$ cat config.mk
export PLATFORM = sky130hd
export DESIGN_NAME = plsr_front
export DESIGN_NICKNAME = d
export VERILOG_FILES = /design/src/sv/piecewise_linear_sample_remap_top_macros.svh /design/src/sv/plsr_pkg.sv /design/src/sv/plsr_front.sv
export SDC_FILE = /design/constraint.sdc
export NUM_CORES = 1
export LEC_CHECK = 0
export BUFFER_PORTS_ARGS = -buffer_cell sky130_fd_sc_hd__buf_2
export CAP_MARGIN = 5
export CORE_AREA = 2 2 140 142
export CTS_BUF_LIST = sky130_fd_sc_hd__clkbuf_8
export DETAILED_ROUTE_END_ITERATION = 16
export DIE_AREA = 0 0 142 144
export GPL_ROUTABILITY_DRIVEN = 0
export GPL_TIMING_DRIVEN = 0
export MAX_ROUTING_LAYER = met4
export PLACE_DENSITY = 0.37
export SYNTH_ARGS = -nofsm -noshare
export SYNTH_HDL_FRONTEND = slang
export SYNTH_SLANG_ARGS = --single-unit
$ cat constraint.sdc
create_clock -name clock -period 0.9 [get_ports clock]
set_input_delay 0.045 -clock clock [delete_from_list [all_inputs] [get_ports clock]]
set_output_delay 0.045 -clock clock [all_outputs]
set_load 0.02 [all_outputs]
$ cat src/sv/piecewise_linear_sample_remap_top_macros.svh
`ifndef PIECEWISE_LINEAR_SAMPLE_REMAP_TOP_MACROS_SVH
`define PIECEWISE_LINEAR_SAMPLE_REMAP_TOP_MACROS_SVH

// same-cycle implication, checked on every rising edge out of reset
`define PLSR_ASSERT_IMPL(label, clk, rst, ante, cons, msg) \
   label: assert property (@(posedge clk) disable iff (rst) (ante) |-> (cons)) \
      else $error(msg);

// next-cycle implication, checked on every rising edge out of reset
`define PLSR_ASSERT_NEXT(label, clk, rst, ante, cons, msg) \
   label: assert property (@(posedge clk) disable iff (rst) (ante) |=> (cons)) \
      else $error(msg);

`endif

$ cat src/sv/plsr_pkg.sv
`timescale 1ns / 1ps

package plsr_pkg;

   // default table depth
   localparam int MAX_POINTS_DEF = 16;

   // field widths
   localparam int PC_W        = 5;
   localparam int TYPE_W      = 3;
   localparam int IDX_W       = 4;
   localparam int PIN_W       = 33;
   localparam int POUT_W      = 50;
   localparam int SLOPE_W     = 50;
   localparam int SAMPLE_W    = 32;
   localparam int X_W         = 33;
   localparam int VALUE_W     = 32;
   localparam int CSR_INDEX_W = 2;
   localparam int CSR_DATA_W  = 5;

   // words held between front and back
   localparam int QUEUE_DEPTH = 2;

   // interpolation datapath
   localparam int FRAC_W  = 16;
   localparam int SEG_W   = X_W + 1;
   localparam int CHUNK_W = 17;
   localparam int CHUNK_N = 3;
   localparam int PP_W    = SEG_W + CHUNK_W + 1;
   localparam int ACC_W   = 86;

   // register indexes
   localparam logic [CSR_INDEX_W-1:0] CSR_POINT_COUNT = 2'd0;
   localparam logic [CSR_INDEX_W-1:0] CSR_INPUT_TYPE  = 2'd1;
   localparam logic [CSR_INDEX_W-1:0] CSR_OUTPUT_TYPE = 2'd2;

   // sample type codes
   localparam logic [TYPE_W-1:0] TY_INT32  = 3'd0;
   localparam logic [TYPE_W-1:0] TY_UINT32 = 3'd1;
   localparam logic [TYPE_W-1:0] TY_INT16  = 3'd2;
   localparam logic [TYPE_W-1:0] TY_UINT16 = 3'd3;
   localparam logic [TYPE_W-1:0] TY_BYTE   = 3'd4;

   typedef enum logic [1:0] {
      ITEM_LOAD,
      ITEM_CONVERT,
      ITEM_REJECT
   } item_kind_type;

   typedef enum logic [1:0] {
      OW_32,
      OW_16,
      OW_8
   } out_width_type;

   typedef struct packed {
      item_kind_type               kind;
      logic [IDX_W-1:0]            point_index;
      logic signed [PIN_W-1:0]     point_in;
      logic signed [POUT_W-1:0]    point_out;
      logic signed [SLOPE_W-1:0]   point_slope;
      logic signed [X_W-1:0]       sample_x;
      out_width_type               out_width;
      logic                        last;
   } queue_entry_type;

   typedef enum logic [2:0] {
      BK_IDLE,
      BK_FIRST,
      BK_SCAN,
      BK_FETCH,
      BK_MUL,
      BK_ADD,
      BK_ROUND
   } back_state_type;

endpackage

$ cat src/sv/plsr_front.sv
`timescale 1ns / 1ps

module plsr_front import plsr_pkg::*; #(
   parameter int MAX_POINTS = MAX_POINTS_DEF
) (
   input  logic                                clock,
   input  logic                                reset,
   input  logic                                csr_we,
   input  logic [CSR_INDEX_W-1:0]              csr_index,
   input  logic [CSR_DATA_W-1:0]               csr_wdata,
   input  logic                                req_valid,
   output logic                                req_ready,
   input  logic                                req_mode,
   input  logic [IDX_W-1:0]                    req_point_index,
   input  logic signed [PIN_W-1:0]             req_point_in,
   input  logic signed [POUT_W-1:0]            req_point_out,
   input  logic signed [SLOPE_W-1:0]           req_point_slope,
   input  logic [SAMPLE_W-1:0]                 req_sample,
   input  logic                                req_last_in,
   output logic                                push_valid,
   input  logic                                push_ready,
   output queue_entry_type                     push_data,
   output logic [$clog2(MAX_POINTS + 1)-1:0]   point_limit
);

   localparam int CNT_W = $clog2(MAX_POINTS + 1);
   localparam int CMP_W = (CNT_W > PC_W) ? CNT_W : PC_W;

   logic [PC_W-1:0]   point_count_ff, point_count_in;
   logic [TYPE_W-1:0] input_type_ff, input_type_in;
   logic [TYPE_W-1:0] output_type_ff, output_type_in;
   logic [CMP_W-1:0]  count_wide;
   logic              index_ok;
   logic              pair_ok;
   logic signed [X_W-1:0] sample_x;
   out_width_type     out_width;

   // configuration write decode
   always_comb begin
      point_count_in = point_count_ff;
      input_type_in  = input_type_ff;
      output_type_in = output_type_ff;
      if (csr_we) begin
         case (csr_index)
            CSR_POINT_COUNT: point_count_in = csr_wdata;
            CSR_INPUT_TYPE:  input_type_in  = csr_wdata[TYPE_W-1:0];
            CSR_OUTPUT_TYPE: output_type_in = csr_wdata[TYPE_W-1:0];
            default: begin
            end
         endcase
      end
   end

   always_ff @(posedge clock) begin
      if (reset) begin
         point_count_ff <= PC_W'(1);
         input_type_ff  <= TY_INT32;
         output_type_ff <= TY_INT32;
      end else begin
         point_count_ff <= point_count_in;
         input_type_ff  <= input_type_in;
         output_type_ff <= output_type_in;
      end
   end

   // active point count, clamped to one..table depth
   always_comb begin
      count_wide = CMP_W'(point_count_ff);
      if (count_wide == '0) begin
         point_limit = CNT_W'(1);
      end else if (count_wide > CMP_W'(MAX_POINTS)) begin
         point_limit = CNT_W'(MAX_POINTS);
      end else begin
         point_limit = count_wide[CNT_W-1:0];
      end
   end

   assign index_ok = CMP_W'(req_point_index) < CMP_W'(MAX_POINTS);

   // supported input/output type pairs
   always_comb begin
      case (input_type_ff)
         TY_INT32, TY_UINT32: pair_ok = (output_type_ff <= TY_BYTE);
         TY_INT16, TY_UINT16: pair_ok = (output_type_ff <= TY_BYTE) &&
                                        (output_type_ff >= TY_INT16);
         TY_BYTE:             pair_ok = (output_type_ff == TY_BYTE);
         default:             pair_ok = 1'b0;
      endcase
   end

   // raw sample to integer per input type
   always_comb begin
      case (input_type_ff)
         TY_INT32:  sample_x = {req_sample[31], req_sample};
         TY_UINT32: sample_x = {1'b0, req_sample};
         TY_INT16:  sample_x = {{17{req_sample[15]}}, req_sample[15:0]};
         TY_UINT16: sample_x = {17'd0, req_sample[15:0]};
         default:   sample_x = {25'd0, req_sample[7:0]};
      endcase
   end

   // output width class
   always_comb begin
      if (output_type_ff <= TY_UINT32) begin
         out_width = OW_32;
      end else if (output_type_ff <= TY_UINT16) begin
         out_width = OW_16;
      end else begin
         out_width = OW_8;
      end
   end

   // classify and forward; loads to slots beyond the table are dropped
   always_comb begin
      push_data.kind        = req_mode ? (pair_ok ? ITEM_CONVERT : ITEM_REJECT) : ITEM_LOAD;
      push_data.point_index = req_point_index;
      push_data.point_in    = req_point_in;
      push_data.point_out   = req_point_out;
      push_data.point_slope = req_point_slope;
      push_data.sample_x    = sample_x;
      push_data.out_width   = out_width;
      push_data.last        = req_last_in;
   end

   assign req_ready  = push_ready;
   assign push_valid = req_valid && (req_mode || index_ok);

endmodule

* Word level (Yosys, flattened, before mapping) *
Cells that the tools add are included.
W data, S select, Z words.

word-level totals
  register bits after elaboration = 11
  bits of input ports = 183
  output and inout bits = 182
  logic and storage cells = 32

cells by class
  order comparisons = 5
  equality and inequality tests = 7
  multiplexer cells = 8
  reduce and logical (&&, ||, !) cells = 9

operators with widths
  cell                  count
  $pmux W33 S4          1
  $mux W5               2
  $mux W2               4
  $eq A3 B2 Y1 const B  2
  $eq A3 B3 Y1 const B  2
  $reduce_and A2 Y1     3
  $gt A5 B5 Y1 const B  1
  $logic_not A5 Y1      1
  $reduce_or A2 Y1      2
  $eq A3 B1 Y1 const B  1
  $ge A3 B2 Y1 const B  1
  $le A3 B1 Y1 const B  1
  $le A3 B2 Y1 const B  1
  $le A3 B3 Y1 const B  1
  $logic_not A3 Y1      1
  $pmux W1 S3           1
  $eq A2 B1 Y1 const B  1
  $eq A2 B2 Y1 const B  1
  $logic_not A2 Y1      1
  $logic_and A1 B1 Y1   1

* Depth between registers and ports, before layout *
  word-level depth = 5
  gate-level depth with buffers = 4
  depth with buffers taken out = 3

* Worst setup path before layout *
No wires, ideal clock.

  path kind = register to output
  start = register output_type_ff[1]
  end = output push_data[173] (netlist bit)
  arrival = 1169 ps
  required time = 855 ps
  setup slack = -314 ps
  stages on the path, launching flop included = 4
  path through = dfxtp_1 -> nor2b_1 -> a21oi_1 -> o32ai_1

RTL lines
  element                   line              text
  start: declaration        plsr_front.sv:31  logic [TYPE_W-1:0] output_type_ff, output_type_in;
  start signal: assignment  plsr_front.sv:62  output_type_ff <= output_type_in;
  end: declaration          plsr_front.sv:22  output queue_entry_type push_data,

==> run metrics <==
Die H=about 140 um; failing checks=setup timing; pwr dens=a little under 800 nW/um^2; worst min path class=in2reg; Post-Route WL=~7500 um; proportion of layout cells with a drive suffix above 1=0.912; via count=approximately 2200; endpoints failing setup=32; Core Region=roughly 19000 sq um; Synth Cell Area=1850 sq um; clock root cell=clkbuf_8; DR pass1 iterations=4; initial core utilization=0.0969; clk slew on worst S/H paths=0.05 ns; Slew HR=0.710; drt via density=roughly 3.1; fin crit share=1.49; RSZ-0062 raised after global routing=yes; Final min period=between 1 and 1.5 ns; worst vdd rail ir drop=between 0.5 and 0.6 mV; worst-skew pair later-pin latency=about 0.23 ns; Syn Inst Count=235; Layout area overhead=110%; synth unique cells=20; Slew @ Worst Pin=0.435 ns; die area=about 20000 sq um; nets=approximately 650; Setup Skew=0 ns; H-tree depth reported by CTS=1; DRT iter0 DRCs=18; first-pass GRT wire length=around 9000 um; status=complete, but fails checks; remaining antenna violation count=0; Slew Limit Fails=0; Post-Syn Area per Cell=approximately 7.9 sq um; Critical Path Sink Type=output port; Max-cap violations=0; slowest stage cell, crit path=dfxtp_4; TritonCTS Buffers=3; row cnt=51; die width=between 100 and 150 um; Tot GR Track Use=0.0599; CP Class=reg2out; initial antenna violation count=2; leakage=approximately 2.2 nW; TNS Setup=-10.70 ns; Post-DP HPWL=around 6600 um; register area share after synthesis=0.119; Routed wire per std cell=~11 um; Fin. Hold Viols=0; Final Total Pwr=~3.1 mW; Synth Net Count=approximately 420; Max Root-Sink Buffers=2; # port buffers=216; post-route setup slack=-0.440 ns; CP most frequent cell=buf_6; WP data required=0.85 ns; DRC Markers=0; vias in the first global route=between 1500 and 2000; largest net degree at the start of global routing=11; f_max=around 0.75 GHz; hold_ws=0.00825 ns; CP peak stage delay=0.37 ns; flops & latches, synth=11; total gr overflow=0; Num Clock Sinks=11; CP max FO=6; arrival time at the worst endpoint=1.29 ns; CTS tree=yes; io pins=approximately 370; Setup crit start kind=flip-flop; Synthesis Warnings=0; worst path cell trace=nor3_4, buf_6, a21o_1, buf_6
-- where the power goes --
part	leakage [nW]	internal, mW	total, mW	switching [mW]
registers	0.0959	0.496	0.525	0.0288
clock network	0.0269	0.299	0.477	0.178
logic	2.08	1.08	2.09	1.00
total	2.20	1.88	3.09	1.21
-- area by class of cell --
class | instances | area, sq um
clock buffers | 3 | 41.3
fillers | 2113 | 15200
inverters | 1 | 3.75
diodes | 2 | 5.00
plain buffers | 154 | 1180
clock inverters | 1 | 3.75
repair buffers | 228 | 1410
multi-input cells | 69 | 697
flip-flops and latches | 11 | 248
well taps | 238 | 298
-- through the flow --
step	util	cells	cell area (sq um)	worst slack, ns
after floorplan	-	235	1980	-0.188
after global placement	0.176	689	3360	-0.734
after detailed placement	0.176	689	3360	-0.721
after CTS	0.201	704	3830	-0.467
after global routing	0.203	707	3880	-0.527
final	0.203	707	3880	-0.440
-- per-layer routing --
metal,track usage,wire length (um)
met1,0.0532,2160
met5,-,0
met2,0.124,4410
met3,0.0179,868
met4,0.0126,51
-- worst max-delay path: cells and delay by family, from the launching register on --
kind / cells / cell delay (ns)
buf+inv: 2 / 0.29
flops: 1 / 0.37
simple gates: 1 / 0.30
compound gates: 1 / 0.10
-- what timing repair did --
action	CTS	global route
endpoints found under the hold margin	0	0
hold buffers	0	0
pin swaps	5	3
setup endpoints to repair	35	35
gates resized for setup	100	11
cloned	2	0
setup buffers	9	3
-- Yosys cell counts --
cell type  count  area (sq um)
a211o_1        1          8.76
a211oi_1       1          7.51
a21o_1        16           120
a21oi_1        2          10.0
buf_4        149          1120
buf_6          1          11.3
clkbuf_1       4          15.0
dfxtp_1       11           220
inv_1          1          3.75
mux2i_1       10           100
nand2_1        1          3.75
nand2b_1       2          12.5
nand3b_1       2          15.0
nor2_1        15          56.3
nor2b_1       13          81.3
nor3_1         2          10.0
nor3_4         1          16.3
nor3b_4        1          18.8
o221a_2        1          11.3
o32ai_1        1          8.76
-- state kept, by name (all words and copies together), names as in the netlist --
register,cells
output_type_ff,3
input_type_ff,3
count_wide,5
-- path summary, 6_finish.rpt --
check                                      start          endpoint  slack, ns  cells after the start
worst max-delay path            input_type_ff[0]     push_data[26]      -0.44                      4
worst min-delay path                       reset     count_wide[0]      0.008                      2
worst max register to register  input_type_ff[2]  input_type_ff[2]      -0.18                      5
worst min register to register     count_wide[2]     count_wide[2]       0.54                      2
-- kinds of logic after synthesis --
group / count (synthesis) / synth area share
DFF: 11 / 0.119
buffers and inverters: 155 / 0.621
and+or+nand+nor: 37 / 0.116
muxes: 10 / 0.0541
AOI/OAI and AO/OA: 22 / 0.0900
-- placed cells by master, fill, tap and decap left out, types with 2 or more instances in the layout --
cell type    n
a21oi_2      2
nor2b_1      2
clkbuf_8     3
buf_4      157
nor2_1      14
mux2i_1     10
nand3b_1     2
dfxtp_2      4
buf_6       39
a21o_4      10
diode_2      2
nor3_4       2
a21o_1       6
nor2b_4     11
clkbuf_1     2
clkbuf_16    2
inv_1        2
dfxtp_4      6
buf_2      182
Note: power is estimated with default switching activity, not from simulation.
