[config.mk]
export PLATFORM = sky130hd
export DESIGN_NAME = plsr_back
export DESIGN_NICKNAME = d
export VERILOG_FILES = /design/src/sv/plsr_pkg.sv /design/src/sv/plsr_back.sv
export VERILOG_INCLUDE_DIRS = /design/src /design/src/sv
export SDC_FILE = /design/constraint.sdc
export NUM_CORES = 2
export LEC_CHECK = 0
export ABC_AREA = 1
export BUFFER_PORTS_ARGS = -buffer_cell sky130_fd_sc_hd__buf_4
export CORE_UTILIZATION = 60
export DETAILED_ROUTE_END_ITERATION = 10
export HOLD_SLACK_MARGIN = 0.06
export MAX_ROUTING_LAYER = met4
export PLACE_DENSITY_LB_ADDON = 0.2
export SLEW_MARGIN = 10
export SYNTH_ARGS = -nofsm -noshare
export SYNTH_HDL_FRONTEND = slang
export SYNTH_SLANG_ARGS = --single-unit
[constraint.sdc]
create_clock -name clock -period 15.4 [get_ports clock]
set_clock_uncertainty 0.05 [all_clocks]
set_input_delay 2.31 -clock clock [delete_from_list [all_inputs] [get_ports clock]]
set_output_delay 2.31 -clock clock [all_outputs]
set_load 0.05 [all_outputs]
[src/sv/piecewise_linear_sample_remap_top_macros.svh]
`ifndef PIECEWISE_LINEAR_SAMPLE_REMAP_TOP_MACROS_SVH
`define PIECEWISE_LINEAR_SAMPLE_REMAP_TOP_MACROS_SVH

// same-cycle implication, checked on every rising edge out of reset
`define PLSR_ASSERT_IMPL(label, clk, rst, ante, cons, msg) \
   label: assert property (@(posedge clk) disable iff (rst) (ante) |-> (cons)) \
      else $error(msg);

// next-cycle implication, checked on every rising edge out of reset
`define PLSR_ASSERT_NEXT(label, clk, rst, ante, cons, msg) \
   label: assert property (@(posedge clk) disable iff (rst) (ante) |=> (cons)) \
      else $error(msg);

`endif

[src/sv/plsr_pkg.sv]
`timescale 1ns / 1ps

package plsr_pkg;

   // default table depth
   localparam int MAX_POINTS_DEF = 16;

   // field widths
   localparam int PC_W        = 5;
   localparam int TYPE_W      = 3;
   localparam int IDX_W       = 4;
   localparam int PIN_W       = 33;
   localparam int POUT_W      = 50;
   localparam int SLOPE_W     = 50;
   localparam int SAMPLE_W    = 32;
   localparam int X_W         = 33;
   localparam int VALUE_W     = 32;
   localparam int CSR_INDEX_W = 2;
   localparam int CSR_DATA_W  = 5;

   // words held between front and back
   localparam int QUEUE_DEPTH = 2;

   // interpolation datapath
   localparam int FRAC_W  = 16;
   localparam int SEG_W   = X_W + 1;
   localparam int CHUNK_W = 17;
   localparam int CHUNK_N = 3;
   localparam int PP_W    = SEG_W + CHUNK_W + 1;
   localparam int ACC_W   = 86;

   // register indexes
   localparam logic [CSR_INDEX_W-1:0] CSR_POINT_COUNT = 2'd0;
   localparam logic [CSR_INDEX_W-1:0] CSR_INPUT_TYPE  = 2'd1;
   localparam logic [CSR_INDEX_W-1:0] CSR_OUTPUT_TYPE = 2'd2;

   // sample type codes
   localparam logic [TYPE_W-1:0] TY_INT32  = 3'd0;
   localparam logic [TYPE_W-1:0] TY_UINT32 = 3'd1;
   localparam logic [TYPE_W-1:0] TY_INT16  = 3'd2;
   localparam logic [TYPE_W-1:0] TY_UINT16 = 3'd3;
   localparam logic [TYPE_W-1:0] TY_BYTE   = 3'd4;

   typedef enum logic [1:0] {
      ITEM_LOAD,
      ITEM_CONVERT,
      ITEM_REJECT
   } item_kind_type;

   typedef enum logic [1:0] {
      OW_32,
      OW_16,
      OW_8
   } out_width_type;

   typedef struct packed {
      item_kind_type               kind;
      logic [IDX_W-1:0]            point_index;
      logic signed [PIN_W-1:0]     point_in;
      logic signed [POUT_W-1:0]    point_out;
      logic signed [SLOPE_W-1:0]   point_slope;
      logic signed [X_W-1:0]       sample_x;
      out_width_type               out_width;
      logic                        last;
   } queue_entry_type;

   typedef enum logic [2:0] {
      BK_IDLE,
      BK_FIRST,
      BK_SCAN,
      BK_FETCH,
      BK_MUL,
      BK_ADD,
      BK_ROUND
   } back_state_type;

endpackage

[src/sv/plsr_back.sv]
`timescale 1ns / 1ps
`include "piecewise_linear_sample_remap_top_macros.svh"

module plsr_back import plsr_pkg::*; #(
   parameter int MAX_POINTS = MAX_POINTS_DEF
) (
   input  logic                                clock,
   input  logic                                reset,
   input  logic [$clog2(MAX_POINTS + 1)-1:0]   point_limit,
   input  logic                                q_valid,
   output logic                                q_ready,
   input  queue_entry_type                     q_data,
   output logic                                rsp_valid,
   input  logic                                rsp_ready,
   output logic [VALUE_W-1:0]                  rsp_value,
   output logic                                rsp_status,
   output logic                                rsp_last_out
);

   localparam int CNT_W  = $clog2(MAX_POINTS + 1);
   localparam int AW     = $clog2(MAX_POINTS);
   localparam int XW     = (AW > IDX_W) ? AW : IDX_W;
   localparam int STEP_W = $clog2(CHUNK_N);

   // breakpoint tables
   logic signed [PIN_W-1:0]   in_tbl_ff    [MAX_POINTS];
   logic signed [POUT_W-1:0]  out_tbl_ff   [MAX_POINTS];
   logic signed [SLOPE_W-1:0] slope_tbl_ff [MAX_POINTS];
   logic signed [PIN_W-1:0]   in_q_ff;
   logic signed [POUT_W-1:0]  out_q_ff;
   logic signed [SLOPE_W-1:0] slope_q_ff;
   logic                      wr_en;
   logic [AW-1:0]             wr_addr;
   logic [AW-1:0]             rd_addr;
   logic [XW-1:0]             idx_wide;

   back_state_type            state_ff, state_in;
   logic [CNT_W-1:0]          idx_ff, idx_in;
   logic [CNT_W:0]            idx_p1, idx_p2, lim_ext;
   logic signed [X_W-1:0]     x_ff, x_in;
   logic signed [PIN_W-1:0]   cur_ff, cur_in;
   logic                      tag_last_ff, tag_last_in;
   out_width_type             ow_ff, ow_in;
   logic signed [SEG_W-1:0]   seg_ff, seg_in, seg_full;
   logic signed [SLOPE_W-1:0] slope_ff, slope_in;
   logic signed [SLOPE_W:0]   slope_ext;
   logic signed [CHUNK_W:0]   chunk;
   logic signed [PP_W-1:0]    pp_ff, pp_in;
   logic signed [ACC_W-1:0]   pp_ext, pp_shift;
   logic signed [ACC_W-1:0]   acc_ff, acc_in;
   logic [STEP_W-1:0]         step_ff, step_in;
   logic [VALUE_W-1:0]        int_part, int_masked;
   logic                      round_up;
   logic                      out_free;
   logic                      rsp_valid_ff, rsp_valid_in;
   logic [VALUE_W-1:0]        rsp_value_ff, rsp_value_in;
   logic                      rsp_status_ff, rsp_status_in;
   logic                      rsp_last_ff, rsp_last_in;

   assign idx_wide = XW'(q_data.point_index);
   assign wr_addr  = idx_wide[AW-1:0];
   assign idx_p1   = {1'b0, idx_ff} + (CNT_W + 1)'(1);
   assign idx_p2   = {1'b0, idx_ff} + (CNT_W + 1)'(2);
   assign lim_ext  = {1'b0, point_limit};
   assign out_free = !rsp_valid_ff || rsp_ready;

   // table memories, one write and one registered read port
   always_ff @(posedge clock) begin
      if (wr_en) begin
         in_tbl_ff[wr_addr]    <= q_data.point_in;
         out_tbl_ff[wr_addr]   <= q_data.point_out;
         slope_tbl_ff[wr_addr] <= q_data.point_slope;
      end
      in_q_ff    <= in_tbl_ff[rd_addr];
      out_q_ff   <= out_tbl_ff[rd_addr];
      slope_q_ff <= slope_tbl_ff[rd_addr];
   end

   // segment offset from the selected breakpoint
   assign seg_full = $signed({x_ff[X_W-1], x_ff}) - $signed({cur_ff[PIN_W-1], cur_ff});

   // partial product of the offset with one slice of the slope
   assign slope_ext = {slope_ff[SLOPE_W-1], slope_ff};
   always_comb begin
      case (step_ff)
         STEP_W'(0): chunk = {1'b0, slope_ext[CHUNK_W-1:0]};
         STEP_W'(1): chunk = {1'b0, slope_ext[2*CHUNK_W-1:CHUNK_W]};
         default:    chunk = {slope_ext[SLOPE_W], slope_ext[SLOPE_W:2*CHUNK_W]};
      endcase
   end

   // align the partial product to its slice
   assign pp_ext = ACC_W'(pp_ff);
   always_comb begin
      case (step_ff)
         STEP_W'(0): pp_shift = pp_ext;
         STEP_W'(1): pp_shift = pp_ext <<< CHUNK_W;
         default:    pp_shift = pp_ext <<< (2 * CHUNK_W);
      endcase
   end

   // truncate toward zero and wrap to the output width
   assign round_up = acc_ff[ACC_W-1] && (acc_ff[FRAC_W-1:0] != '0);
   assign int_part = acc_ff[FRAC_W+VALUE_W-1:FRAC_W] + VALUE_W'(round_up);
   always_comb begin
      case (ow_ff)
         OW_32:   int_masked = int_part;
         OW_16:   int_masked = {16'd0, int_part[15:0]};
         default: int_masked = {24'd0, int_part[7:0]};
      endcase
   end

   // sequencer: table writes, reject words, breakpoint scan, multiply-accumulate, result
   always_comb begin
      state_in      = state_ff;
      q_ready       = 1'b0;
      wr_en         = 1'b0;
      rd_addr       = idx_ff[AW-1:0];
      idx_in        = idx_ff;
      x_in          = x_ff;
      cur_in        = cur_ff;
      tag_last_in   = tag_last_ff;
      ow_in         = ow_ff;
      seg_in        = seg_ff;
      slope_in      = slope_ff;
      pp_in         = pp_ff;
      acc_in        = acc_ff;
      step_in       = step_ff;
      rsp_valid_in  = rsp_valid_ff && !rsp_ready;
      rsp_value_in  = rsp_value_ff;
      rsp_status_in = rsp_status_ff;
      rsp_last_in   = rsp_last_ff;
      case (state_ff)
         BK_IDLE: begin
            if (q_valid) begin
               case (q_data.kind)
                  ITEM_LOAD: begin
                     q_ready = 1'b1;
                     wr_en   = 1'b1;
                  end
                  ITEM_CONVERT: begin
                     q_ready     = 1'b1;
                     x_in        = q_data.sample_x;
                     tag_last_in = q_data.last;
                     ow_in       = q_data.out_width;
                     idx_in      = '0;
                     rd_addr     = '0;
                     state_in    = BK_FIRST;
                  end
                  ITEM_REJECT: begin
                     if (out_free) begin
                        q_ready       = 1'b1;
                        rsp_valid_in  = 1'b1;
                        rsp_value_in  = '0;
                        rsp_status_in = 1'b1;
                        rsp_last_in   = q_data.last;
                     end
                  end
                  default: begin
                     q_ready = 1'b1;
                  end
               endcase
            end
         end
         BK_FIRST: begin
            cur_in = in_q_ff;
            if (idx_p1 < lim_ext) begin
               rd_addr  = idx_p1[AW-1:0];
               state_in = BK_SCAN;
            end else begin
               state_in = BK_FETCH;
            end
         end
         BK_SCAN: begin
            if ((x_ff > cur_ff) && (x_ff >= in_q_ff)) begin
               idx_in = idx_p1[CNT_W-1:0];
               cur_in = in_q_ff;
               if (idx_p2 < lim_ext) begin
                  rd_addr = idx_p2[AW-1:0];
               end else begin
                  rd_addr  = idx_p1[AW-1:0];
                  state_in = BK_FETCH;
               end
            end else begin
               state_in = BK_FETCH;
            end
         end
         BK_FETCH: begin
            seg_in   = (!seg_full[SEG_W-1] && (seg_full != '0)) ? seg_full : '0;
            slope_in = slope_q_ff;
            acc_in   = ACC_W'(out_q_ff);
            step_in  = '0;
            state_in = BK_MUL;
         end
         BK_MUL: begin
            pp_in    = seg_ff * chunk;
            state_in = BK_ADD;
         end
         BK_ADD: begin
            acc_in = acc_ff + pp_shift;
            if (step_ff == STEP_W'(CHUNK_N - 1)) begin
               state_in = BK_ROUND;
            end else begin
               step_in  = step_ff + STEP_W'(1);
               state_in = BK_MUL;
            end
         end
         BK_ROUND: begin
            if (out_free) begin
               rsp_valid_in  = 1'b1;
               rsp_value_in  = int_masked;
               rsp_status_in = 1'b0;
               rsp_last_in   = tag_last_ff;
               state_in      = BK_IDLE;
            end
         end
         default: begin
            state_in = BK_IDLE;
         end
      endcase
   end

   // control registers
   always_ff @(posedge clock) begin
      if (reset) begin
         state_ff     <= BK_IDLE;
         rsp_valid_ff <= 1'b0;
      end else begin
         state_ff     <= state_in;
         rsp_valid_ff <= rsp_valid_in;
      end
   end

   // datapath registers
   always_ff @(posedge clock) begin
      idx_ff        <= idx_in;
      x_ff          <= x_in;
      cur_ff        <= cur_in;
      tag_last_ff   <= tag_last_in;
      ow_ff         <= ow_in;
      seg_ff        <= seg_in;
      slope_ff      <= slope_in;
      pp_ff         <= pp_in;
      acc_ff        <= acc_in;
      step_ff       <= step_in;
      rsp_value_ff  <= rsp_value_in;
      rsp_status_ff <= rsp_status_in;
      rsp_last_ff   <= rsp_last_in;
   end

   assign rsp_valid    = rsp_valid_ff;
   assign rsp_value    = rsp_value_ff;
   assign rsp_status   = rsp_status_ff;
   assign rsp_last_out = rsp_last_ff;

   // checks
   `PLSR_ASSERT_IMPL(a_scan_in_range, clock, reset,
      state_ff == BK_SCAN, idx_p1 < lim_ext, "scan read past active points")
   `PLSR_ASSERT_IMPL(a_pop_only_idle, clock, reset,
      q_valid && q_ready, state_ff == BK_IDLE, "queue popped while busy")
   `PLSR_ASSERT_IMPL(a_step_range, clock, reset,
      state_ff == BK_ADD, step_ff <= STEP_W'(CHUNK_N - 1), "slope slice out of range")
   `PLSR_ASSERT_NEXT(a_round_delivers, clock, reset,
      state_ff == BK_ROUND && state_in == BK_IDLE, rsp_valid_ff && !rsp_status_ff,
      "converted word not presented")
   `PLSR_ASSERT_NEXT(a_reject_delivers, clock, reset,
      state_ff == BK_IDLE && q_valid && q_ready && q_data.kind == ITEM_REJECT,
      rsp_valid_ff && rsp_status_ff && rsp_value_ff == '0, "reject word not presented")

endmodule

* Yosys cells after proc, flatten, opt, wreduce, memory -nomap -nowiden
Memories as Yosys holds them, arrays and structs flattened. A register that Yosys moved wholly into a read port is not among the register bits. Index checks and enable logic that the tools add are counted.
Cells by class: $add $sub $neg 6, multiply operators 1, $lt $le $gt $ge 4, equality and inequality tests 19, mux-type cells 54, reduce and logical (&&, ||, !) cells 24
Operator list (count):
- $pmux W86 S2 | 1
- $pmux W85 S2 | 1
- $mux W32 | 4
- $pmux W32 S2 | 2
- $add A86 B86 Y86 | 1
- $pmux W33 S2 | 1
- $mul A34 B18 Y52 | 1
- $pmux W18 S2 | 1
- $reduce_bool A34 Y1 | 1
- $sub A33 B33 Y34 | 1
- $ge A33 B33 Y1 | 1
- $gt A33 B33 Y1 | 1
- $mux W33 | 1
- $add A32 B1 Y32 | 1
- $mux W1 | 21
- $pmux W3 S7 | 1
- $mux W4 | 5
- $reduce_bool A16 Y1 | 1
- $mux W3 | 5
- $mux W5 | 3
- $lt A6 B5 Y1 | 2
- $pmux W4 S3 | 1
- $ne A2 B2 Y1 const B | 5
- $pmux W5 S2 | 1
- other kinds (23) | 45
Storage, ports and cells: flip-flop bits (word level) 336, memory bits (writable) 2128, output and inout port bits 36, memories kept 3
Memories:
- out_tbl_ff | words 16, bits a word 50, rd ports 1, clocked after memory_dff 1, wr ports 1, line plsr_back.sv:27 | logic signed [POUT_W-1:0] out_tbl_ff [MAX_POINTS];
- slope_tbl_ff | words 16, bits a word 50, rd ports 1, clocked after memory_dff 1, wr ports 1, line plsr_back.sv:28 | logic signed [SLOPE_W-1:0] slope_tbl_ff [MAX_POINTS];
- in_tbl_ff | words 16, bits a word 33, rd ports 1, clocked after memory_dff 1, wr ports 1, line plsr_back.sv:26 | logic signed [PIN_W-1:0] in_tbl_ff [MAX_POINTS];

* Logic depth before layout (Yosys ltp)
depth after elaboration 6, mapped depth 35, mapped depth without buffers 31

* Worst setup path before layout
No wires, ideal clock.
kind input to register, start point in q_valid, end point mem in_tbl_ff[0][0] (enable), library setup time 628 ps, arrival time 8381 ps, data required time 14722 ps, slack 6342 ps, stages on the path 4, cell sequence nand2_1 > nor3_1 > nand3_1 > nor2_1
On the way: longest elaborated chain between the ends 4
Ends and longest elaborated chain:
- start: declaration | line plsr_back.sv:10 | input logic q_valid,
- $mux W1 | line plsr_back.sv:135 | if (q_valid) begin
- $mux W1 | line plsr_back.sv:133 | case (state_ff)
- $mux W1 | line plsr_back.sv:69 | if (wr_en) begin
- $mux W1 (not written as such) | line plsr_back.sv:70 | in_tbl_ff[wr_addr] <= q_data.point_in;
- end: declaration | line plsr_back.sv:26
No other way between the ends.

* Worst setup path in the final report
start point reg step_ff[0], end point reg pp_ff[48], data pin
On the way: longest elaborated chain between the ends 3, elaborated cells between the ends (all ways) 4, those cells by class mul (1); eq/ne (1); mux (1); reduce/logical (1)
Ends and longest elaborated chain:
- start: declaration | line plsr_back.sv:51 | logic [STEP_W-1:0] step_ff, step_in;
- start signal: assignment | line plsr_back.sv:245 | step_ff <= step_in;
- $eq A2 B1 Y1 / $logic_not A2 Y1 (equally long branches) | line plsr_back.sv:85 | case (step_ff)
- $pmux W18 S2 * | line plsr_back.sv:85
- $mul A34 B18 Y52 * | line plsr_back.sv:196 | pp_in = seg_ff * chunk;
- end signal: assignment | line plsr_back.sv:243 | pp_ff <= pp_in;
- end: declaration | line plsr_back.sv:48 | logic signed [PP_W-1:0] pp_ff, pp_in;
Mark *: on every way between the ends. The rest lies on a longest branch, timed or not. A chain may end at the register's enable or synchronous reset.

==> impl_metrics.csv <==
group,metric,value,unit
outcome,outcome,"completed",
logic_synthesis,async_reset_ff_frac,0,
floorplanning,rows,176,
logic_synthesis,synthTopCellsByArea,"edfxtp_1, nand3_1, fa_1, nand2_1, inv_1",
timing,min_period,9.087,ns
critical_path,cp_max_fo,65,
min_path,hold_path_class,"register to register",
cts,cts_root_buf,"clkbuf_16",
timing,finalHoldViolCount,0,
logic_synthesis,yosys_warnings,0,
global_routing,grt_pass1_vias,96830,
timing,fin_hold_ws,0.3492,ns
timing,maxSlewViolCount,0,
logic_synthesis,synth_cell_types,54,
floorplanning,die_y,482.6,microns
finish,area_growth,8.949,%
finish,utilization,0.6573,
cts,postCtsHoldBufs,0,
critical_path,cpMaxStageDelayCell,"buf_4",
detailed_routing,wl_per_cell,24.17,microns
timing,rsz0062_at_grt,"false",
logic_synthesis,synth_top_area_cell,"edfxtp_1",
cts,h-tree-depth,5,
logic_synthesis,avgSynthCellArea,9.956,sq um
timing,worst_pin_slew,1.394,ns
flow_run,cap_violations,0,
critical_path,critical_path_class,"register to register",
floorplanning,start_util,0.6033,
critical_path,critPathLaunchType,"register",
global_routing,grt_pass1_wl,612800,microns
detailed_routing,dr.pass1.iters,8,
critical_path,cp.buffers_inverters,9,
logic_synthesis,seq_area_frac_synth,0.5529,
cts,numClockSinks,2597,
timing,post-route-period-util,0.5901,
floorplanning,core-area,229700,sq um
detailed_routing,route.detailed.drc,0,
logic_synthesis,synth_edf_count,2460,
global_routing,grt_max_degree,214,
critical_path,arrival,9.68,ns
critical_path,crit_family,"adder cells",
floorplanning,ios,220,
cts,path_clk_slew,0.06,ns
detailed_routing,vias,101200,
logic_synthesis,synth.top_cells.by_count,"nand2_1, nand3_1, edfxtp_1, inv_1, nor2_1",
logic_synthesis,yosysTopAreaCellShare,0.5331,
cts,clk_latency,0.96,ns
critical_path,end_kind,"register",
logic_synthesis,synth.most_common_cell,"nand2_1",
cts,numCtsBuffers,288,
critical_path,timing.critical_path.mode_cell,"inv_1",
critical_path,cp_data_required_time,15.99,ns
logic_synthesis,syn_area,138600,sq um
cts,clock_path_buffers,4,
logic_synthesis,synth_seq_cells,2597,
global_routing,overflow,0,
detailed_routing,via_per_inst,5.895,
detailed_routing,postRouteAntennaNets,0,
timing,finalSetupTns,0,ns
finish,fin_nets,14950,
floorplanning,die_area,232900,sq um
timing,setup_viol,0,
cts,cts_tree,"done",
global_routing,antenna_found_initial,56,
cts,post_cts_buffers,0,
critical_path,cpPeakStageDelay,0.63,ns
finish,drive_above_1_share,0.05923,
timing,fmax,110.0,MHz
detailed_routing,drtIter0Drc,11760,
cts,cts_resized,0,
logic_synthesis,syn-num-nets,14980,
floorplanning,die_x,482.6,microns
logic_synthesis,syn_inst,13920,
global_routing,track_usage,0.3671,
timing,slew_headroom,0.07079,
logic_synthesis,synth-main-ff-cell,"edfxtp_1",
placed_design,gp_congestion,0.9964,
placed_design,io_buffers,219,
placed_design,dp_hpwl,258700,microns
detailed_routing,postRouteWirelength,415000,microns
[worst paths after layout]
check | start | to | slack, ns | cells past startpoint
setup / recovery | step_ff[0]$_SDFFCE_PN0P_ | pp_ff[48]$_DFFE_PP_ | 6.31 | 31
setup reg to reg | step_ff[0]$_SDFFCE_PN0P_ | pp_ff[48]$_DFFE_PP_ | 6.31 | 31
hold / removal | slope_q_ff[27]$_DFF_P_ | slope_ff[27]$_DFFE_PP_ | 0.35 | 0
hold reg to reg | slope_q_ff[27]$_DFF_P_ | slope_ff[27]$_DFFE_PP_ | 0.35 | 0
[state kept, by name (all words and copies together) (netlist names), 2 cells and up]
| name | count |
|---|---|
| acc_ff | 86 |
| cur_ff | 33 |
| idx_ff | 5 |
| in_q_ff | 33 |
| in_tbl_ff | 528 |
| out_q_ff | 50 |
| out_tbl_ff | 800 |
| ow_ff | 2 |
| pp_ff | 52 |
| rsp_value | 32 |
| seg_ff | 34 |
| slope_ff | 50 |
| slope_q_ff | 50 |
| slope_tbl_ff | 800 |
| state_ff | 3 |
| step_ff | 2 |
| x_ff | 33 |
[kinds of logic (layout without fill, tap and decap cells)]
logic type | Yosys count | after routing | synth area share
compound gates | 814 | 814 | 0.03355
fa+ha+maj | 879 | 879 | 0.1112
buf+inv | 3091 | 3270 | 0.09201
other cells | 1 | 49 | 0.00002706
flops | 2597 | 2597 | 0.5529
xor+xnor | 138 | 138 | 0.008722
simple gates | 6399 | 6399 | 0.2017
[area by class of cell]
class	instances	area [sq um]
well taps	3026	3786
inverters	2410	9075
flip-flops and latches	2597	76610
multi-input cells	8231	49490
repair buffers	361	2973
clock inverters	110	1010
fillers	17720	78700
clock buffers	389	7914
diodes	48	120.1
[layer usage]
| metal | routed length [microns] | vias up | track usage |
|---|---|---|---|
| met5 | 0 | - | - |
| met4 | 16700 | 0 | 0.1533 |
| met3 | 41030 | 900 | 0.06802 |
| met2 | 191900 | 5270 | 0.5496 |
| met1 | 165400 | 49440 | 0.4954 |
| li1 | - | 45610 | - |
[stage by stage]
step / area, sq um / setup WS (ns) / cells
5_1_grt: 151000 / 5.678 / 17170
3_5_place_dp: 141900 / 6.371 / 16630
6_report: 151000 / 6.313 / 17170
2_1_floorplan: 138600 / 6.342 / 13920
3_3_place_gp: 141900 / 6.355 / 16630
4_1_cts: 150900 / 6.359 / 17120
[layout by cell type (no fill, tap or decap), types with 27 or more instances in the layout]
cell type / instances
nand3b_1: 136
nand3_1: 2506
o21a_1: 33
dfxtp_1: 137
a21oi_1: 339
ha_1: 290
nand2_1: 2955
inv_1: 2391
nor3_1: 35
edfxtp_1: 2460
clkinv_1: 43
nor4_1: 27
diode_2: 48
xnor2_1: 61
buf_4: 340
a31oi_1: 43
nor2_1: 649
o21ai_0: 247
clkbuf_16: 294
clkinv_2: 38
fa_1: 587
clkbuf_1: 75
xor2_1: 77
Power is left out: the tool's default activity adds up to more than one toggle a clock period on the data nets, which glitch-free logic cannot reach.
