$ cat src/sv/piecewise_linear_sample_remap_top_macros.svh
`ifndef PIECEWISE_LINEAR_SAMPLE_REMAP_TOP_MACROS_SVH
`define PIECEWISE_LINEAR_SAMPLE_REMAP_TOP_MACROS_SVH

// same-cycle implication, checked on every rising edge out of reset
`define PLSR_ASSERT_IMPL(label, clk, rst, ante, cons, msg) \
   label: assert property (@(posedge clk) disable iff (rst) (ante) |-> (cons)) \
      else $error(msg);

// next-cycle implication, checked on every rising edge out of reset
`define PLSR_ASSERT_NEXT(label, clk, rst, ante, cons, msg) \
   label: assert property (@(posedge clk) disable iff (rst) (ante) |=> (cons)) \
      else $error(msg);

`endif

$ cat src/sv/plsr_pkg.sv
`timescale 1ns / 1ps

package plsr_pkg;

   // default table depth
   localparam int MAX_POINTS_DEF = 16;

   // field widths
   localparam int PC_W        = 5;
   localparam int TYPE_W      = 3;
   localparam int IDX_W       = 4;
   localparam int PIN_W       = 33;
   localparam int POUT_W      = 50;
   localparam int SLOPE_W     = 50;
   localparam int SAMPLE_W    = 32;
   localparam int X_W         = 33;
   localparam int VALUE_W     = 32;
   localparam int CSR_INDEX_W = 2;
   localparam int CSR_DATA_W  = 5;

   // words held between front and back
   localparam int QUEUE_DEPTH = 2;

   // interpolation datapath
   localparam int FRAC_W  = 16;
   localparam int SEG_W   = X_W + 1;
   localparam int CHUNK_W = 17;
   localparam int CHUNK_N = 3;
   localparam int PP_W    = SEG_W + CHUNK_W + 1;
   localparam int ACC_W   = 86;

   // register indexes
   localparam logic [CSR_INDEX_W-1:0] CSR_POINT_COUNT = 2'd0;
   localparam logic [CSR_INDEX_W-1:0] CSR_INPUT_TYPE  = 2'd1;
   localparam logic [CSR_INDEX_W-1:0] CSR_OUTPUT_TYPE = 2'd2;

   // sample type codes
   localparam logic [TYPE_W-1:0] TY_INT32  = 3'd0;
   localparam logic [TYPE_W-1:0] TY_UINT32 = 3'd1;
   localparam logic [TYPE_W-1:0] TY_INT16  = 3'd2;
   localparam logic [TYPE_W-1:0] TY_UINT16 = 3'd3;
   localparam logic [TYPE_W-1:0] TY_BYTE   = 3'd4;

   typedef enum logic [1:0] {
      ITEM_LOAD,
      ITEM_CONVERT,
      ITEM_REJECT
   } item_kind_type;

   typedef enum logic [1:0] {
      OW_32,
      OW_16,
      OW_8
   } out_width_type;

   typedef struct packed {
      item_kind_type               kind;
      logic [IDX_W-1:0]            point_index;
      logic signed [PIN_W-1:0]     point_in;
      logic signed [POUT_W-1:0]    point_out;
      logic signed [SLOPE_W-1:0]   point_slope;
      logic signed [X_W-1:0]       sample_x;
      out_width_type               out_width;
      logic                        last;
   } queue_entry_type;

   typedef enum logic [2:0] {
      BK_IDLE,
      BK_FIRST,
      BK_SCAN,
      BK_FETCH,
      BK_MUL,
      BK_ADD,
      BK_ROUND
   } back_state_type;

endpackage

$ cat src/sv/plsr_queue.sv
`timescale 1ns / 1ps

module plsr_queue import plsr_pkg::*; (
   input  logic            clock,
   input  logic            reset,
   input  logic            push_valid,
   output logic            push_ready,
   input  queue_entry_type push_data,
   output logic            pop_valid,
   input  logic            pop_ready,
   output queue_entry_type pop_data
);

   localparam int PTR_W   = (QUEUE_DEPTH > 1) ? $clog2(QUEUE_DEPTH) : 1;
   localparam int COUNT_W = $clog2(QUEUE_DEPTH + 1);

   queue_entry_type      entry_ff [QUEUE_DEPTH];
   logic [PTR_W-1:0]     wptr_ff, wptr_in;
   logic [PTR_W-1:0]     rptr_ff, rptr_in;
   logic [COUNT_W-1:0]   count_ff, count_in;
   logic                 push_fire;
   logic                 pop_fire;

   assign push_ready = (count_ff != COUNT_W'(QUEUE_DEPTH));
   assign pop_valid  = (count_ff != '0);
   assign pop_data   = entry_ff[rptr_ff];
   assign push_fire  = push_valid && push_ready;
   assign pop_fire   = pop_valid && pop_ready;

   // pointer and fill tracking
   always_comb begin
      wptr_in  = wptr_ff;
      rptr_in  = rptr_ff;
      count_in = count_ff;
      if (push_fire) begin
         wptr_in = (wptr_ff == PTR_W'(QUEUE_DEPTH - 1)) ? '0 : wptr_ff + PTR_W'(1);
      end
      if (pop_fire) begin
         rptr_in = (rptr_ff == PTR_W'(QUEUE_DEPTH - 1)) ? '0 : rptr_ff + PTR_W'(1);
      end
      if (push_fire && !pop_fire) begin
         count_in = count_ff + COUNT_W'(1);
      end else if (pop_fire && !push_fire) begin
         count_in = count_ff - COUNT_W'(1);
      end
   end

   always_ff @(posedge clock) begin
      if (reset) begin
         wptr_ff  <= '0;
         rptr_ff  <= '0;
         count_ff <= '0;
      end else begin
         wptr_ff  <= wptr_in;
         rptr_ff  <= rptr_in;
         count_ff <= count_in;
      end
   end

   // word storage
   always_ff @(posedge clock) begin
      if (push_fire) begin
         entry_ff[wptr_ff] <= push_data;
      end
   end

endmodule

$ cat config.mk
export PLATFORM = sky130hd
export DESIGN_NAME = plsr_queue
export DESIGN_NICKNAME = d
export VERILOG_FILES = /design/src/sv/piecewise_linear_sample_remap_top_macros.svh /design/src/sv/plsr_pkg.sv /design/src/sv/plsr_queue.sv
export SDC_FILE = /design/constraint.sdc
export NUM_CORES = 1
export LEC_CHECK = 0
export ABC_CLOCK_PERIOD_IN_PS = 13460
export BUFFER_PORTS_ARGS = -buffer_cell sky130_fd_sc_hd__buf_2
export CAP_MARGIN = 20
export CORE_MARGIN = 3
export CORE_UTILIZATION = 56
export DETAILED_ROUTE_END_ITERATION = 10
export PLACE_DENSITY_LB_ADDON = 0.15
export SLEW_MARGIN = 20
export SYNTH_ARGS = -nofsm -noshare
export SYNTH_HDL_FRONTEND = slang
export SYNTH_SLANG_ARGS = --single-unit
$ cat constraint.sdc
create_clock -name clock -period 13.46 [get_ports clock]
set_clock_uncertainty 0.2 [all_clocks]
set_input_delay 0.673 -clock clock [delete_from_list [all_inputs] [get_ports clock]]
set_output_delay 0.673 -clock clock [all_outputs]
set_load 0.01 [all_outputs]
Yosys cells after proc, flatten, opt, wreduce, memory -nomap -nowiden:

Memory sizes are Yosys's and may differ from the RTL's. A register that Yosys moved wholly into a read port is not among the register bits.
Index checks and enable logic that the tools add are counted.

* flip-flop bits (word level): 4
* latch bits: 0
* bits in writable memories: 350
* memory bits (read-only): 0
* bits of input ports: 179
* output and inout bits: 177
* word-level logic and storage cells: 25
* memories: 1

Memories
* entry_ff: depth 2, bits a word 175, rd ports 1, clocked after memory_dff 1, write ports 1, RTL line plsr_queue.sv:17 `queue_entry_type entry_ff [QUEUE_DEPTH];`

* add/sub/neg operators: 4
* multiply operators: 0
* div/mod/pow operators: 0
* magnitude comparators: 0
* eq/ne operators: 1
* shift operators: 0
* muxes and demuxes: 8
* bitwise gates (word level): 0
* reductions and logical operators: 8

Operators by type and width (count)
* $mux 1: 6
* $logic_and 1x1->1: 4
* $mux 2: 2
* $reduce_bool 2->1: 2
* $add 1x1->1 const B: 2
* $add 2x1->2 const B: 1
* $logic_not 1->1: 2
* $ne 2x2->1 const B: 1
* $sub 2x1->2 const B: 1

Depth between registers and ports, before layout:

Gate-level depths: netlist (run 1).

* depth in word-level cells: 6
* gate-level depth with buffers: 6
* mapped depth without buffers: 6

Worst setup path after synthesis (run 1):

No wires, ideal clock.

* path kind: input to register
* start: input port push_valid
* end: memory entry_ff[1][0] (netlist bit) (enable)
* library setup time: 0.557 ns
* data arrival time: 4.729 ns
* data required time: 12.703 ns
* path slack: 7.974 ns
* stages: 1
* path buffers: 0
* path through: and3_1

* word-level cells in the longest chain between the ends: 3

RTL lines
* start, declared: RTL line plsr_queue.sv:6 `input logic push_valid,`
* $logic_and 1x1->1: RTL line plsr_queue.sv:27 `assign push_fire = push_valid && push_ready;`
* $mux 1: RTL line plsr_queue.sv:62 `if (push_fire) begin`
* $mux 1 (not written as such): RTL line plsr_queue.sv:63 `entry_ff[wptr_ff] <= push_data;`
* end, declared: RTL line plsr_queue.sv:17

No other way between the ends.

Worst setup path after layout (run 1):

* start: register count_ff[0]
* end: memory entry_ff[1][47] (netlist bit) (enable)

* word-level cells in the longest chain between the ends: 4

RTL lines
* start, declared: RTL line plsr_queue.sv:20 `logic [COUNT_W-1:0] count_ff, count_in;`
* start signal, assigned: RTL line plsr_queue.sv:56 `count_ff <= count_in;`
* $ne 2x2->1: RTL line plsr_queue.sv:24 `assign push_ready = (count_ff != COUNT_W'(QUEUE_DEPTH));`
* $logic_and 1x1->1: RTL line plsr_queue.sv:27
* $mux 1: RTL line plsr_queue.sv:62
* $mux 1 (not written as such): RTL line plsr_queue.sv:63

No other way between the ends.

==> impl_results.md, run 1 <==
- Status: finished clean
- Die Wd: 158 um
- # resized after CTS: 0
- Postcts setup bufs: 0
- Gr busiest metal: met2
- Post-synthesis simple-gate area fraction: 0.388%
- Initial antenna violation count: 9
- Final antenna-violating net count: 0
- # DRC: 0
- Vias in the first global route: 7039
- Drt via density: 5.29
- P&R area growth vs syn: 23.9%
- Die Area: 24900 um^2
- Peak VDD IR: 0.229 mV
- Final worst path period share: 26.3%
- CP Launch Type: register
- Core outline area: 22200 um^2
- Compound-cell area share of the yosys netlist: 0.233%
- Main combinational cell family by area after synthesis: multiplexers
- Placed Instance Area: 14900 um^2
- Clk slew on worst S/H paths: 0.06 ns
- Max-slew violation count: 0
- CP most frequent cell: buf_4
- CP cell instances: nand2b_1 > and3_4 > buf_4 > buf_4
- FF+latch area: 10600 um^2
- XOR/XNOR share of the synthesized area: 0.204%
- #FFs+latches synth: 355
- Tmin final: 3.54 ns
- # hold bufs at CTS: 0
- Cell Area, Synth: 12900 um^2
- Vias: 6654
- Multiplexer share of the synthesized area: 15.3%
- Row cnt: 54
- Fraction of layout cells with a size suffix above 1: 60.1%
- Most common cell after layout, fill and taps aside: buf_2
- Met3 Resource Use GR: 6.70%
- Routing usage on met2: 34.9%
- Initial Utilization: 58.0%
- CP arrival: 3.45 ns
- Final #Nets: 1127
- Drt total wl: 26100 um
- Hold WS: 0.158 ns
- Most frequent cells in the layout: buf_2 (355), edfxtp_1 (350), mux2_2 (175)
- Routability cong.: 0.789
- Main area contributors after synthesis: edfxtp_1 (81%), mux2_2 (15%), buf_6 (1.3%)
- Power Density: 189 nW/um^2
- Mapped Cells: 568
- GRT Residual Overflow: 0
- Number of H-tree levels: 2
- # placed instances: 1189
- RSZ-0062 raised after global routing: false
- Slew headroom: 30.5%
- Leak pwr: 5.95 nW
- Clock Path Buffers: 3
- Post-Layout Cell Count: 1259
- GRT Resource Usage Total: 20.2%
- Post-DP HPWL: 17800 um
- Io pins: 356
- PnR Total Power: 3.02 mW
- Sum Neg Setup Slack: 0 ns
- First-pass DRT Iterations: 4
- Final hold vios: 0
- Synth Warn #: 0
- Hold/Removal Path Class: in -> reg
- Seq/Total Area, Yosys: 82.3%
- Slowest stage cell, crit path: buf_4
- Area leader, netlist: edfxtp_1
- Delay-heaviest family, CP: buffers and inverters
- CTS tree: built
- Post-synth cell types: 19
- # fillers: 1382
- IO buf count: 355
- CTS Sinks: 355
- Max cap viols: 0
- Multi-input gate area: 2090 um^2
- Drt wl/cell: 20.7 um
- CP required: 13.38 ns
- Crit path buffers/inverters: 2
- Cts bufs inserted: 36
- Critical Path End Type: register
- Pin count of the biggest net entering global routing: 106
- Design area: 16000 um^2
- Max stage delay on crit path: 0.84 ns
- First-pass GRT wire length: 37900 um
- Post-synthesis adder-cell area fraction: 0.0970%
- Syn_area_per_cell: 22.7 um^2
- Die height: 158 um
- Grt met1 use: 23.3%
- CP Class: reg -> reg
- Tightest Pin Transition: 1.04 ns
- Synthesized Nets: 748
- Top-area cell type share of the netlist area: 81.5%
- Clock Latency Late Sink: 0.49 ns
- Starting DRT DRC Count: 353
- Max Fclk: 0.283 GHz
- CP Max Fanout: 71
- Root buffer cell: clkbuf_16
- Final setup violation count: 0
==> worst reg2reg max path: stages (launching register included) <==
cell and delay [ns]:
dfxtp_1 0.40, nand2b_1 0.22, and3_4 0.63, buf_4 0.77
buf_4 0.85
==> layout make-up <==
cell class	count	share of cell area, %
well taps	280	2.19
clock inverters	8	0.384
multi-input cells	193	13.1
clock buffers	55	6.34
repair buffers	360	11.4
diodes	7	0.110
flip-flops and latches	355	66.4
inverters	1	0.0548
==> registers in the layout, indices dropped and copies added (netlist names), named ones only <==
name and count:
count_ff 2, entry_ff 350, rptr_ff 1, wptr_ff 1
==> worst paths after layout <==
kind | start | end | slack [ns] | depth (start not counted)
max reg2reg | count_ff[0] | entry_ff[1][47] | 9.92 | 4
min | push_data[169] | entry_ff[1][169] | 0.16 | 1
max | count_ff[0] | entry_ff[1][47] | 9.92 | 4
min reg2reg | count_ff[1] | count_ff[1] | 0.32 | 2
==> cell families after synthesis <==
logic type,after synthesis
DFF,355
xor gates and xnor gates,3
muxes,175
AOI/OAI and AO/OA,5
adders and majority gates,1
and+or+nand+nor,9
buffers and inverters,20
==> cells in the mapped netlist, drive strengths merged <==
master / instances
o21ai: 2
a21bo: 1
edfxtp: 350
and3: 1
inv: 1
nand3b: 1
or3: 1
ha: 1
mux2: 175
a21oi: 2
or2: 1
buf: 19
nor2: 3
and2: 1
xor2: 3
nand2b: 1
dfxtp: 5
==> through the flow <==
stage          util (%)  setup WS (ns)
2_1_floorplan         -           7.97
3_3_place_gp       66.9           9.84
3_5_place_dp       66.9           9.73
4_1_cts            71.8           9.89
5_1_grt            71.9           9.69
6_report           71.9           9.92
==> metal layers <==
metal  vias up  part of all wire (%)
met4         8                   3.1
met2       273                    51
met3        65                   8.7
met1      3260                    37
li1       3048                     -
met5         -                  0.21
==> power by group <==
group	switching [mW]	internal, mW	total, mW	leakage (nW)
Combinational	0.380	0.314	0.694	2.12
Clock	0.371	0.536	0.908	0.524
Sequential	0.0396	1.38	1.42	3.31
No activity file was read; power rests on OpenSTA's default activity.
==> run 2, diff against run 1 <==
--- a/config.mk
+++ b/config.mk
@@ -5,11 +5,11 @@
 export SDC_FILE = /design/constraint.sdc
 export NUM_CORES = 1
 export LEC_CHECK = 0
-export ABC_CLOCK_PERIOD_IN_PS = 13460
+export ABC_CLOCK_PERIOD_IN_PS = 3400
 export BUFFER_PORTS_ARGS = -buffer_cell sky130_fd_sc_hd__buf_2
 export CAP_MARGIN = 20
 export CORE_MARGIN = 3
-export CORE_UTILIZATION = 56
+export CORE_UTILIZATION = 52
 export DETAILED_ROUTE_END_ITERATION = 10
 export PLACE_DENSITY_LB_ADDON = 0.15
 export SLEW_MARGIN = 20
==> constraint.sdc (replaced) <==
create_clock -name clock -period 3.4 [get_ports clock]
set_clock_uncertainty 0.2 [all_clocks]
set_input_delay 0.17 -clock clock [delete_from_list [all_inputs] [get_ports clock]]
set_output_delay 0.17 -clock clock [all_outputs]
set_load 0.01 [all_outputs]
==> impl_results.md, run 2 (synthesized netlist as in run 1, its figures left out) <==
- Crit path buffers/inverters: 3 (+1)
- Final setup violation count: 0 (unchanged)
- Cts bufs inserted: 37 (+2.8%)
- Power Density: 699 nW/um^2 (+270%)
- Final worst path period share: 76.1% (+50 points)
- Most frequent cells in the layout: buf_2 (355), edfxtp_1 (350), dlygate4sd3_1 (179)
- Routability cong.: 0.747 (-5.3%)
- # resized after CTS: 0 (unchanged)
- CP Class: reg -> reg
- GRT Resource Usage Total: 20.4% (+0.22 points)
- Starting DRT DRC Count: 443 (+25%)
- Max reg flops: 350 (unchanged)
- Final hold vios: 0 (unchanged)
- Critical Path End Type: register
- Util after Layout: 74.4% (+2.5 points)
- Vias: 7394 (+11%)
- # DRC: 0 (unchanged)
- Fraction of layout cells with a size suffix above 1: 51.6% (-8.5 points)
- Pin count of the biggest net entering global routing: 89 (-16%)
- Slew headroom: 48.1% (+18 points)
- First-pass DRT Iterations: 4 (unchanged)
- Worst R2R Start: count_ff[0]
- Core outline area: 24300 um^2 (+9.4%)
- Placed Instance Area: 15100 um^2 (+1.2%)
- Die Area: 26700 um^2 (+7.4%)
- Delay-heaviest family, CP: buffers and inverters
- Initial Utilization: 53.0% (-5.0 points)
- Vias in the first global route: 7718 (+9.6%)
- Hold Path Stages: 2 (+1)
- Slowest stage cell, crit path: buf_12
- Stages on worst setup path: 5 (+1)
- Final #Nets: 1313 (+17%)
- Leak pwr: 6.83 nW (+15%)
- # hold bufs at CTS: 179 (+179)
- CP Max Fanout: 88 (+24%)
- WL met2: 14200 um (+6.0%)
- Sum Neg Setup Slack: 0 ns (unchanged)
- CP cell instances: nand2b_4 > nand3b_1 > clkinvlp_4 > buf_12 > buf_4
- Most common cell after layout, fill and taps aside: buf_2
- Hold/Removal Path Class: in -> reg
- CP required: 3.36 ns (-10.02 ns)
- CTS Sinks: 355 (unchanged)
- RSZ-0062 raised after global routing: false
- Max stage delay on crit path: 0.44 ns (-0.40 ns)
- CP arrival: 2.55 ns (-0.90 ns)
- Tightest Pin Transition: 0.778 ns (-0.264 ns)
- Drt wl/cell: 18.9 um (-8.9%)
- Clk slew on worst S/H paths: 0.07 ns (about the same)
- Max Fclk: 0.387 GHz (+37%)
- Drt via density: 4.98 (-5.9%)
- Met3 wire length: 2490 um (+9.6%)
- Drt total wl: 28100 um (+7.5%)
- Top Metal Used: met4
- Max cap viols: 0 (unchanged)
- Design area: 18100 um^2 (+13%)
- Reg2reg end: entry_ff[0][31]
- P&R area growth vs syn: 40.2%
- R2R cell count: 5 (+1)
- Post-DP HPWL: 16700 um (-6.3%)
- Max-slew violation count: 0 (unchanged)
- Clock Latency Late Sink: 0.50 ns (about the same)
- Number of H-tree levels: 2 (unchanged)
- Initial antenna violation count: 1 (-8)
- Root buffer cell: clkbuf_16
- CTS tree: built
- CP Launch Type: register
- R2r setup slk: 0.81 ns (-9.11 ns)
- Clock Path Buffers: 3 (unchanged)
- Status: finished clean
- Die Wd: 163 um (+3.6%)
- Postcts setup bufs: 0 (unchanged)
- Peak VDD IR: 0.679 mV (+200%)
- Final antenna-violating net count: 0 (unchanged)
- Hold EP: entry_ff[0][110]
- Io pins: 356 (unchanged)
- Top Registers: entry_ff (350), count_ff (2)
- Largest Register: entry_ff
- Post-Layout Cell Count: 1486 (+18%)
- IO buf count: 355 (unchanged)
- # placed instances: 1239 (+4.2%)
- Row cnt: 57 (+5.6%)
- Tmin final: 2.59 ns (-0.949 ns)
- First-pass GRT wire length: 41800 um (+10%)
- Wl on met1: 10700 um (+12%)
- Hold_sp: push_data[110]
- Die height: 163 um (+3.6%)
- GRT Residual Overflow: 0 (unchanged)
[run 2: changes by cell type in the layout (fill, tap and decap cells not counted), moves of 2 or more]
cell / change
clkbuf_8: -2
clkinv_1: +8
bufinv_16: +4
diode_2: -6
buf_12: +6
clkbuf_1: -11
dlygate4sd3_1: +179
clkbuf_16: +2
[run 2: cell type report]
| type | instances | area (um^2) |
|---|---|---|
| timing repair buffer | 545 | 3730 |
| fill | 1426 | 6230 |
| multi-input combinational | 193 | 2100 |
| clock buffer | 44 | 995 |
| sequential | 355 | 10600 |
| antenna | 1 | 2.50 |
| inverter | 1 | 7.51 |
| tap | 324 | 405 |
| clock inverter | 23 | 234 |
[run 2: metrics by stage]
stage               power [mW]  setup WS [ns]  hold WS [ns]
floorplan                 7.53         -0.433        0.0350
global placement          8.53          0.905         0.157
detailed placement        8.56          0.879         0.161
CTS                       12.7          0.875         0.153
global route              13.2          0.669         0.177
finish                    12.6          0.813         0.187
[run 2: routing by layer]
metal / GRT usage [%] / vias to the layer above
met5: 0 / -
met4: 6.04 / 0
met3: 6.39 / 53
met2: 35.6 / 317
met1: 24.4 / 3616
li1: - / 3408
[run 2: how the worst max path moves through the flow]
stage | start | end | slack [ns]
after floorplan | count_ff[0] | entry_ff[0][0] | -0.43
after global placement | count_ff[0] | entry_ff[0][24] | 0.91
after detailed placement | count_ff[0] | entry_ff[0][24] | 0.88
after CTS | count_ff[0] | entry_ff[0][28] | 0.87
after global routing | count_ff[0] | entry_ff[0][139] | 0.67
final | count_ff[0] | entry_ff[0][31] | 0.81
[run 2: power by group]
group / internal, mW / switching [mW]
Clock: 2.46 / 1.54
Combinational: 1.44 / 1.61
Sequential: 5.47 / 0.130
Total: 9.37 / 3.28
==> run 3, diff against run 2 <==
--- a/config.mk
+++ b/config.mk
@@ -5,7 +5,7 @@
 export SDC_FILE = /design/constraint.sdc
 export NUM_CORES = 1
 export LEC_CHECK = 0
-export ABC_CLOCK_PERIOD_IN_PS = 3400
+export ABC_CLOCK_PERIOD_IN_PS = 2400
 export BUFFER_PORTS_ARGS = -buffer_cell sky130_fd_sc_hd__buf_2
 export CAP_MARGIN = 20
 export CORE_MARGIN = 3
==> constraint.sdc (replaced) <==
create_clock -name clock -period 2.4 [get_ports clock]
set_clock_uncertainty 0.2 [all_clocks]
set_input_delay 0.12 -clock clock [delete_from_list [all_inputs] [get_ports clock]]
set_output_delay 0.12 -clock clock [all_outputs]
set_load 0.01 [all_outputs]
==> impl_results.md, run 3 (synthesized netlist as in run 1, its figures left out) <==
- Status: finished clean
- Routability cong.: 0.723 (-3.3%)
- Tmin final: 2.33 ns
- Max reg flops: 350 (unchanged)
- Most frequent cells in the layout: buf_2 (355), edfxtp_1 (350), dlygate4sd3_1 (179)
- CTS tree: built
- Slowest stage cell, crit path: dfxtp_4
- GRT Residual Overflow: 0 (unchanged)
- Final worst path period share: 97.2%
- Final #Nets: 1310 (-0.23%)
- Io pins: 356 (unchanged)
- Critical Path End Type: primary output
- Starting DRT DRC Count: 502 (+13%)
- Drt via density: 4.98 (about the same)
- Pin count of the biggest net entering global routing: 82 (-7.9%)
- CP Class: reg -> out
- Cts bufs inserted: 36 (-2.7%)
- Largest Register: entry_ff
- First-pass DRT Iterations: 4 (unchanged)
- Crit path buffers/inverters: 2 (-1)
- Drt wl/cell: 19.1 um (+0.94%)
- GRT Resource Usage Total: 20.4% (+0.028 points)
- Vias in the first global route: 7855 (+1.8%)
- Max-slew violation count: 0 (unchanged)
- Final antenna-violating net count: 0 (unchanged)
- Leak pwr: 6.80 nW (-0.47%)
- Initial Utilization: 53.0% (unchanged)
- Sum Neg Setup Slack: 0 ns (unchanged)
- Clock share of power: 31.1% (-0.5 points)
- # placed instances: 1237 (-0.16%)
- Slew headroom: 69.3% (+21 points)
- P_int: 13.2 mW (+41%)
- Peak VDD IR: 0.815 mV (+20%)
- Max stage delay on crit path: 0.49 ns (+0.05 ns)
- CP cell instances: buf_16 > mux2_2 > buf_2
- Die height: 163 um (unchanged)
- P&R area growth vs syn: 39.9%
- CP Launch Type: register
- Final setup violation count: 0 (unchanged)
- CP required: 2.08 ns (-1.28 ns)
- Clock Path Buffers: 3 (unchanged)
- Placed Instance Area: 15100 um^2 (about the same)
- Fraction of layout cells with a size suffix above 1: 51.5% (-0.12 points)
- RSZ-0062 raised after global routing: false
- Root buffer cell: clkbuf_16
- Design area: 18000 um^2 (-0.26%)
- Row cnt: 57 (unchanged)
- Number of H-tree levels: 2 (unchanged)
- Drt total wl: 28300 um (+0.67%)
- Max Fclk: 0.429 GHz
- Most common cell after layout, fill and taps aside: buf_2
- Initial antenna violation count: 1 (unchanged)
- Post-Layout Cell Count: 1482 (-0.27%)
- # fillers: 1446 (+1.4%)
- Max cap viols: 0 (unchanged)
- Die Area: 26700 um^2 (unchanged)
- Comb pwr share: 24.2% (about the same)
- CTS Sinks: 355 (unchanged)
- Tightest Pin Transition: 0.460 ns (-0.318 ns)
- Delay-heaviest family, CP: buffers and inverters
- Vias: 7378 (-0.22%)
- Hold/Removal Path Class: in -> reg
- Reg power frac: 44.7% (+0.5 points)
- IO buf count: 355 (unchanged)
- Final hold vios: 0 (unchanged)
- Top Registers: entry_ff (350), count_ff (2)
- R2r setup slk: 0.32 ns (-0.49 ns)
- # DRC: 0 (unchanged)
- CP arrival: 2.01 ns (-0.54 ns)
- Post-DP HPWL: 16400 um (-1.8%)
- Clk slew on worst S/H paths: 0.06 ns (about the same)
- CP Max Fanout: 81 (-8.0%)
- Power Density: 986 nW/um^2 (+41%)
- First-pass GRT wire length: 41900 um (+0.41%)
- Die Wd: 163 um (unchanged)
- Core outline area: 24300 um^2 (unchanged)
- Switching share of power: 25.9% (about the same)
- Sw power: 4.61 mW (+41%)
- Clock Latency Late Sink: 0.50 ns (about the same)
==> run 3: changes by cell type in the layout (fill, tap and decap cells not counted), moves of 2 or more <==
cell,previous run,this run
clkinv_1,11,5
buf_4,5,2
clkbuf_1,5,10
clkbuf_16,39,37
==> run 3: timing repair <==
item	CTS	global route
buffers inserted	0	0
resized for setup	0	1
hold buffers	179	0
setup endpoints to repair	0	12
endpoints found under the hold margin	355	0
==> run 3: path summary, 6_finish.rpt <==
kind	start	cells past startpoint	endpoint
worst max-delay path	register	3	pop_data[21]
worst min-delay path	push_data[108]	2	entry_ff[0][108]
worst max register to register	count_ff[1]	5	count_ff[0]
worst min register to register	rptr_ff	2	register
==> run 3: metal layers <==
metal	GRT usage [%]	part of all wire (%)	vias up
li1	-	-	3400
met1	23.7	37	3632
met2	36.9	52	299
met3	5.81	7.9	47
met4	6.04	2.3	0
met5	0	0	-
==> run 3: final cells by class <==
| cell class | instances | area, um^2 | area share (%) |
|---|---|---|---|
| clock inverters | 17 | 211 | 1.17 |
| repair buffers | 543 | 3730 | 20.7 |
| well taps | 324 | 405 | 2.25 |
| flip-flops and latches | 355 | 10600 | 58.8 |
| inverters | 1 | 7.51 | 0.0416 |
| multi-input cells | 193 | 2100 | 11.7 |
| clock buffers | 47 | 963 | 5.34 |
| diodes | 2 | 5.00 | 0.0277 |
==> run 3: worst reg2reg max path: cells and delay by family, from the launching register on <==
kind,cells,cell delay [ns]
and+or+nand+nor,1,0.05
DFF,1,0.36
AOI/OAI and AO/OA,1,0.31
buffers and inverters,1,0.55
adders and majority gates,1,0.33
xor gates and xnor gates,1,0.17
==> run 3: power by group through the flow <==
stage | clock, mW | sequential, mW | combinational [mW]
2_1_floorplan | 0 | 8.07 | 2.60
3_3_place_gp | 0 | 8.04 | 4.03
3_5_place_dp | 0 | 8.08 | 4.04
4_1_cts | 5.63 | 7.95 | 4.31
5_1_grt | 5.91 | 8.03 | 4.62
6_report | 5.53 | 7.96 | 4.30
==> run 3: per-stage QoR <==
stage / worst slack [ns] / total power, mW / util (%) / hold slack, ns
2_1_floorplan: -1.43 / 10.7 / - / -0.0150
3_3_place_gp: 0.591 / 12.1 / 61.9 / 0.107
3_5_place_dp: 0.597 / 12.1 / 61.9 / 0.111
4_1_cts: 0.0431 / 17.9 / 74.1 / 0.105
5_1_grt: 0.00831 / 18.6 / 74.2 / 0.125
6_report: 0.0673 / 17.8 / 74.2 / 0.131
